<file path="src/rtl/core/ilt_pkg.sv">
// ilt_pkg: types, codes and character classes for the INI line tokenizer.
// No dependencies; imported by ilt_fsm and ini_line_tokenizer.
package ilt_pkg;

    // Parser states; code 7 is unused and decodes as idle
    typedef enum logic [2:0] {
        ST_IDLE    = 3'd0,
        ST_SECTION = 3'd1,
        ST_KEY     = 3'd2,
        ST_KEY_SP  = 3'd3,
        ST_VALUE0  = 3'd4,
        ST_VALUE   = 3'd5,
        ST_COMMENT = 3'd6
    } state_t;

    // Event codes carried in event_kind
    typedef enum logic [3:0] {
        EV_NONE      = 4'd0,
        EV_SEC_OPEN  = 4'd1,
        EV_SEC_CHAR  = 4'd2,
        EV_SEC_CLOSE = 4'd3,
        EV_KEY_CHAR  = 4'd4,
        EV_KEY_CLOSE = 4'd5,
        EV_VAL_CHAR  = 4'd6,
        EV_VAL_CLOSE = 4'd7,
        EV_ERROR     = 4'd8
    } event_t;

    localparam logic [7:0] CH_LBRACKET = 8'h5B;  // '['
    localparam logic [7:0] CH_RBRACKET = 8'h5D;  // ']'
    localparam logic [7:0] CH_EQUALS   = 8'h3D;  // '='
    localparam logic [7:0] CH_HASH     = 8'h23;  // '#'
    localparam logic [7:0] CH_NEWLINE  = 8'h0A;  // '\n'

    typedef struct packed {
        logic [7:0] char_in;
        logic       end_of_input;
    } in_item_t;

    typedef struct packed {
        logic [3:0] event_kind;
        logic [7:0] char_out;
    } out_item_t;

    // C locale: tab..carriage return and space
    function automatic logic is_ws(input logic [7:0] c);
        return (c inside {[8'd9:8'd13], 8'd32});
    endfunction

    function automatic logic is_alnum(input logic [7:0] c);
        return (c inside {[8'h30:8'h39], [8'h41:8'h5A], [8'h61:8'h7A]});
    endfunction

endpackage

</file>
<file path="src/rtl/core/ilt_fsm.sv">
// ilt_fsm: parser state register and per-character event decode.
// Depends on ilt_pkg.
module ilt_fsm
    import ilt_pkg::*;
(
    input  logic      aclk,
    input  logic      aresetn,
    input  logic      step_en,
    input  in_item_t  item,
    output out_item_t result
);

    state_t     state_reg;
    state_t     state_next;
    event_t     ev;
    logic [7:0] co;
    logic [7:0] c;

    assign c = item.char_in;

    always_ff @(posedge aclk) begin
        if (!aresetn) begin
            state_reg <= ST_IDLE;
        end else if (step_en) begin
            state_reg <= state_next;
        end
    end

    always_comb begin
        state_next = state_reg;
        ev         = EV_NONE;
        co         = '0;
        if (item.end_of_input) begin
            case (state_reg)
                ST_SECTION, ST_KEY, ST_KEY_SP: begin
                    ev = EV_ERROR;
                end
                ST_VALUE0, ST_VALUE: begin
                    ev = EV_VAL_CLOSE;
                end
                default: begin
                    ev = EV_NONE;
                end
            endcase
            state_next = ST_IDLE;
        end else begin
            case (state_reg)
                ST_SECTION: begin
                    if (c == CH_RBRACKET) begin
                        ev         = EV_SEC_CLOSE;
                        state_next = ST_IDLE;
                    end else begin
                        ev = EV_SEC_CHAR;
                        co = c;
                    end
                end
                ST_KEY: begin
                    if (c == CH_EQUALS) begin
                        ev         = EV_KEY_CLOSE;
                        state_next = ST_VALUE0;
                    end else if (is_ws(c)) begin
                        ev         = EV_KEY_CLOSE;
                        state_next = ST_KEY_SP;
                    end else begin
                        ev = EV_KEY_CHAR;
                        co = c;
                    end
                end
                ST_KEY_SP: begin
                    if (c == CH_EQUALS) begin
                        state_next = ST_VALUE0;
                    end else if (!is_ws(c)) begin
                        ev = EV_ERROR;
                    end
                end
                ST_VALUE0: begin
                    if (c == CH_NEWLINE) begin
                        ev         = EV_VAL_CLOSE;
                        state_next = ST_IDLE;
                    end else if (!is_ws(c)) begin
                        ev         = EV_VAL_CHAR;
                        co         = c;
                        state_next = ST_VALUE;
                    end
                end
                ST_VALUE: begin
                    if (c == CH_NEWLINE) begin
                        ev         = EV_VAL_CLOSE;
                        state_next = ST_IDLE;
                    end else begin
                        ev = EV_VAL_CHAR;
                        co = c;
                    end
                end
                ST_COMMENT: begin
                    if (c == CH_NEWLINE) begin
                        state_next = ST_IDLE;
                    end
                end
                default: begin
                    // idle, and the unused code behaves as idle
                    if (c == CH_LBRACKET) begin
                        ev         = EV_SEC_OPEN;
                        state_next = ST_SECTION;
                    end else if (is_alnum(c)) begin
                        ev         = EV_KEY_CHAR;
                        co         = c;
                        state_next = ST_KEY;
                    end else if (c == CH_HASH) begin
                        state_next = ST_COMMENT;
                    end else if (!is_ws(c)) begin
                        ev         = EV_ERROR;
                        state_next = ST_IDLE;
                    end
                end
            endcase
        end
    end

    assign result.event_kind = ev;
    assign result.char_out   = co;

endmodule

</file>
<file path="src/rtl/core/ini_line_tokenizer.sv">
// ini_line_tokenizer: top level of the character-serial INI tokenizer.
// Depends on ilt_pkg and ilt_fsm.
//
// Usage
//   s_ channel: one text byte per transaction (s_data.char_in), or an
//     end-of-input marker (s_data.end_of_input = 1) that flushes a pending
//     value, or flags an unfinished section/key, and returns to idle.
//   m_ channel: exactly one event per input transaction, in order
//     (m_data.event_kind, m_data.char_out; char_out is zero unless the
//     event carries a character).
//   Path: an item taken into the input register is decoded from it and
//     lands in the result register once that is free; m_valid is high after it.
//   Throughput: one transaction per cycle while m_ready is high, set by
//     the combinational decode and the one-step state update.
//   Stall: when m_ready is low the result register holds; the input
//     register still takes one more item, then s_ready drops until the
//     result drains.
//   Reset (aresetn low, synchronous): both stages empty, parser idle.
module ini_line_tokenizer
    import ilt_pkg::*;
(
    input  logic      aclk,
    input  logic      aresetn,
    input  logic      s_valid,
    output logic      s_ready,
    input  in_item_t  s_data,
    output logic      m_valid,
    input  logic      m_ready,
    output out_item_t m_data
);

    // input stage
    logic      in_valid_reg;
    in_item_t  in_data_reg;
    // result stage
    logic      out_valid_reg;
    out_item_t out_data_reg;

    logic      out_free;   // result register can take a transaction
    logic      advance;    // input stage moves to result stage
    out_item_t decoded;

    assign out_free = !out_valid_reg || m_ready;
    assign advance  = in_valid_reg && out_free;
    assign s_ready  = !in_valid_reg || out_free;

    always_ff @(posedge aclk) begin
        if (!aresetn) begin
            in_valid_reg <= 1'b0;
        end else if (s_ready) begin
            in_valid_reg <= s_valid;
        end
    end

    always_ff @(posedge aclk) begin
        if (s_ready && s_valid) begin
            in_data_reg <= s_data;
        end
    end

    // Parser state advances only when its item's event is committed
    ilt_fsm u_fsm (
        .aclk    (aclk),
        .aresetn (aresetn),
        .step_en (advance),
        .item    (in_data_reg),
        .result  (decoded)
    );

    always_ff @(posedge aclk) begin
        if (!aresetn) begin
            out_valid_reg <= 1'b0;
        end else if (out_free) begin
            out_valid_reg <= in_valid_reg;
        end
    end

    always_ff @(posedge aclk) begin
        if (advance) begin
            out_data_reg <= decoded;
        end
    end

    assign m_valid = out_valid_reg;
    assign m_data  = out_data_reg;

`ifndef NO_ASSERTIONS
    // Both stages full and stalled: no room for another transaction
    a_no_overrun: assert property (@(posedge aclk) disable iff (!aresetn)
        in_valid_reg && out_valid_reg && !m_ready |-> !s_ready)
        else $error("input accepted with both stages full");

    // Only character events carry a character
    a_char_only_on_char_event: assert property (@(posedge aclk) disable iff (!aresetn)
        m_valid && (m_data.char_out != 8'd0) |->
            (m_data.event_kind == EV_SEC_CHAR) || (m_data.event_kind == EV_KEY_CHAR) ||
            (m_data.event_kind == EV_VAL_CHAR))
        else $error("char_out set on a non-character event");

    // Event code stays in the defined range
    a_event_range: assert property (@(posedge aclk) disable iff (!aresetn)
        m_valid |-> (m_data.event_kind <= EV_ERROR))
        else $error("undefined event code");

    // Reset empties the result stage
    a_reset_empty: assert property (@(posedge aclk)
        !aresetn |=> !m_valid)
        else $error("result valid after reset");
`endif

endmodule
</file>
<file path="config.mk">
export PLATFORM = sky130hd
export DESIGN_NAME = ini_line_tokenizer
export DESIGN_NICKNAME = d
export VERILOG_FILES = /design/src/rtl/core/ilt_pkg.sv /design/src/rtl/core/ilt_fsm.sv /design/src/rtl/core/ini_line_tokenizer.sv
export SDC_FILE = /design/constraint.sdc
export NUM_CORES = 1
export LEC_CHECK = 0
export BUFFER_PORTS_ARGS = -buffer_cell sky130_fd_sc_hd__buf_4
export CAP_MARGIN = 5
export CORE_UTILIZATION = 54
export CTS_CLUSTER_SIZE = 12
export DETAILED_ROUTE_END_ITERATION = 8
export HOLD_SLACK_MARGIN = 0.08
export PLACE_DENSITY_LB_ADDON = 0.3
export SYNTH_ARGS = -nofsm -noshare
export SYNTH_HDL_FRONTEND = slang
export SYNTH_SLANG_ARGS = --single-unit
</file>
<file path="constraint.sdc">
create_clock -name aclk -period 3.2 [get_ports aclk]
set_clock_uncertainty 0.15 [all_clocks]
set_input_delay 0.64 -clock aclk [delete_from_list [all_inputs] [get_ports aclk]]
set_output_delay 0.64 -clock aclk [all_outputs]
set_load 0.02 [all_outputs]
</file>
After elaboration in Yosys (flattened, before gate mapping)
Index checks and enable logic that the tools add are counted.
W data, S select, Z words.
{ "word_totals": {"register_bits": 26, "inputBits": 13, "output_inout_bits": 14, "elab_cells": 85} }
{ "op_classes": {"n_lt_le_gt_ge": 8, "eq_ne": 18, "muxes": 35, "reduce_logical": 17} }
{ "ops": {"columns": ["op", "n"], "rows": [
  ["$mux W8", 7],
  ["$pmux W8 S5", 1],
  ["$mux W3", 13],
  ["$mux W4", 8],
  ["$eq A8 B6 Y1 const B", 3],
  ["$pmux W4 S6", 1],
  ["$eq A8 B7 Y1 const B", 2],
  ["$ge A8 B7 Y1 const B", 2],
  ["$le A8 B7 Y1 const B", 2],
  ["$pmux W3 S5", 1],
  ["$ne A10 B10 Y1 const B", 1],
  ["$eq A3 B3 Y1 const B", 3],
  ["$eq A8 B4 Y1 const B", 1],
  ["$ge A8 B4 Y1 const B", 1],
  ["$ge A8 B6 Y1 const B", 1],
  ["$le A8 B4 Y1 const B", 1],
  ["$le A8 B6 Y1 const B", 1],
  ["$pmux W4 S2", 1],
  ["$reduce_and A7 Y1", 1],
  ["$eq A3 B2 Y1 const B", 2],
  ["$logic_and A1 B1 Y1", 6],
  ["$ne A3 B2 Y1 const B", 2],
  ["$reduce_or A2 Y1", 3],
  ["$ne A4 B2 Y1 const B", 1],
  ["other kinds (9)", 13]
]} }

Longest topological paths before layout
{ "depth": {"depth_word": 9, "depth_mapped": 7, "ltp_nobuf": 6} }

Hierarchy
From an unflattened synthesis, not the netlist that was laid out.
{ "hier_totals": {"hier_cells": 156, "hier_area_um2": 1591.5} }
{ "by_module_without_submodules": {"columns": ["mod", "instances", "cells_each", "area_per_inst_um2", "seq_area_each_um2"], "rows": [
  ["ilt_fsm", 1, 126, 857.1, 60.1],
  ["ini_line_tokenizer", 1, 30, 734.5, 670.6]
]} }

Worst setup path before layout
Ideal clock, no wire load.
{ "synth_timing": {"path_kind": "reg-to-reg", "from": "register in_data_reg[5] (netlist name)", "to": "register out_data_reg, in the netlist m_data[9] (data pin)", "setup_time_ns": 0.257, "arrival_time_ns": 1.795, "required_ns": 2.793, "path_slack_ns": 0.999, "path_stages_with_launch": 8, "path_buffers": 1, "synth_period_minus_slack_ns": 2.201, "cell_sequence": "edfxtp_1 > buf_6 > nor4_2 > nand2_1 > o41a_4 > or3_1 > a21oi_1 > nor2_1"} }
{ "synth_rtl": {"columns": ["element", "line_no", "source"], "rows": [
  ["start: declaration", "ini_line_tokenizer.sv:34", "in_item_t in_data_reg;"],
  ["start signal: assignment", "ini_line_tokenizer.sv:57", "in_data_reg <= s_data;"],
  ["end signal: assignment", "ini_line_tokenizer.sv:80", "out_data_reg <= decoded;"],
  ["end: declaration", "ini_line_tokenizer.sv:37", "out_item_t out_data_reg;"]
]} }

==> run metrics <==
Via density 6.09; Overall Global Routing Usage 0.216; total power draw 0.708 mW; # hold bufs at CTS 0; Antenna diodes 0; Switch Pwr 0.157 mW; share of power burned in the clock network 0.315; Worst R2R Start in_data_reg[5]; signal arrival time at the worst endpoint 2.32 ns; drt drc 0; share of post-route cells with drive strength above 1 0.259; worst r2r path cells 6; area added between synthesis and finish 16.6%; Placer Congestion 0.920; postcts setup bufs 0; relative slew slack 0.660; die width 54.2 um; CP max FO 11; Combinational Power Share 0.117; switching share of total power 0.222; met3 usage 0.0282; Final setup viols 0; fin nets 176; Fin. Hold Viols 0; Yosys Warn Count 0; GR Layer Usage met2 0.374; Final Core Density 0.679; share of the synthesized area in the top cell type 0.429; clk root buf clkbuf_4; pin count of the biggest net entering global routing 16; routed vias 1169; number of synthesized flops with an enable pin 21; number of CTS-inserted buffers 3; H-tree depth 1; RSZ-0062 raised after global routing no; register area share after synthesis 0.497; I/O Pins 27; sequential share of power 0.568; syn nets 152; cell area after synthesis 1470 um2; most frequent cell after synthesis edfxtp_1; Synth area leaders edfxtp_1 43%, dfxtp_1 6.8%, and2_1 5.1%; Worst setup SP type register; number of flip-flops in the largest register 12; number of synthesized register bits 26; initial antenna violation count 0; total global routing overflow 0; Max Slew Vio Count 0; post-route minimum period 2.40 ns; Commonest cells post-synth 21 x edfxtp_1, 12 x and2_1, 10 x a21oi_1, 10 x nand2_1, 10 x nor2_1; FF-to-FF setup slack 0.80 ns; Syn Inst Count 139; FF-to-FF End m_data[9]; Lkg Pwr 0.658 nW; Hold Path End in_data_reg[3]; Routed Antenna Nets 0; drt initial violations 53; Die Footprint 2930 um2; commonest register cell after synthesis edfxtp_1; Hold Crit Depth 1; CTS Buffer Depth 2; core area 2520 um2; average wire per cell in the routed design 14.8 um; Max Fclk 0.417 GHz; Fin Hold WS 0.334 ns; DRT Pass-1 Iters 4; first-pass GRT wire length 4590 um; synthesized area per cell 10.6 um2; Post-DP HPWL 2020 um; CTS tree done; cts repair resizes 0; # rows 18; final WL 2840 um; ys async rst share 0; hold_sp s_data[3]; Required @ worst endpoint 3.13 ns; Setup CP Type reg -> reg; cell taking the most area after synthesis edfxtp_1; CTS clock-pin slew for the worst setup and hold paths 0.14 ns; final period utilization 0.749; clk_lat worst skew 0.32 ns; distinct cell type count after synthesis 49; clock sinks 26; port bufs 26; PwrDens 413 nW/um2; max_cap viols 0; setup TNS 0 ns; gr busiest metal met2; worst hold path class in -> reg; status completed; worst slew pin tran 0.509 ns; met1 Use GR 0.270; P_int 0.551 mW; vias in the first global route 1053; Setup crit end kind register; maximum vdd drop 348 uV; Starting Density 0.582; Die Y 54.2 um
==> cell families (layout without fill, tap and decap cells) <==
| family | Yosys count | in the layout | synth area share |
|---|---|---|---|
| DFF | 26 | 26 | 0.497 |
| buffers and inverters | 9 | 32 | 0.0332 |
| muxes | 3 | 3 | 0.0204 |
| and+or+nand+nor | 61 | 61 | 0.246 |
| AOI/OAI and AO/OA | 40 | 40 | 0.203 |
==> cells in the final DEF (no fill, tap or decap), drive strengths merged, types with 2 or more instances in the layout <==
master,count
buf,26
edfxtp,21
and2,12
nor2,10
a21oi,10
nand2,10
o21ai,10
nor2b,8
dfxtp,5
mux2i,3
clkbuf,3
and3,3
or3,2
a211oi,2
inv,2
nand4,2
a21boi,2
nand2b,2
a21o,2
o21bai,2
nor4,2
and4,2
a311oi,2
==> how the worst max path moves through the flow <==
stage                        start         to  slack, ns
floorplan           in_data_reg[5]  m_data[9]        1.0
global placement    in_data_reg[5]  m_data[9]       0.89
detailed placement  in_data_reg[8]  m_data[9]       0.85
CTS                 in_data_reg[5]  m_data[9]       0.82
global route        in_data_reg[5]  m_data[9]       0.70
finish              in_data_reg[5]  m_data[9]       0.80
==> through the flow <==
stage / cell area, um2 / instances / setup WS, ns
CTS: 1710 / 192 / 0.817
global placement: 1660 / 188 / 0.894
detailed placement: 1660 / 188 / 0.845
finish: 1710 / 192 / 0.804
floorplan: 1470 / 139 / 0.999
global route: 1710 / 192 / 0.696
==> routing by layer <==
| metal | vias to the layer above | part of all wire |
|---|---|---|
| li1 | 570 | - |
| met1 | 540 | 0.45 |
| met2 | 53 | 0.48 |
| met3 | 6 | 0.057 |
| met4 | 0 | 0.0088 |
| met5 | - | 0 |
==> power by group through the flow <==
stage          sequential [mW]  combinational, mW  clock (mW)
6_report                 0.402             0.0825       0.223
5_1_grt                  0.405             0.0895       0.238
4_1_cts                  0.402             0.0829       0.230
3_5_place_dp             0.409             0.0827           0
3_3_place_gp             0.408             0.0803           0
2_1_floorplan            0.410             0.0486           0
==> layout make-up <==
class | instances | area, um2
flip-flops and latches | 26 | 731
clock buffers | 3 | 22.5
repair buffers | 26 | 195
well taps | 30 | 37.5
inverters | 2 | 7.51
clock inverters | 1 | 30.0
multi-input cells | 104 | 689
fillers | 192 | 810
==> worst max-delay path: stages, from the launching register on <==
cell and delay, ns:
edfxtp_1 0.55, nor4_2 0.36, nand2_1 0.11, o41a_4 0.40, or3_1 0.37, a21oi_1 0.16, nor2_1 0.05
No activity file was read; power rests on OpenSTA's default activity.
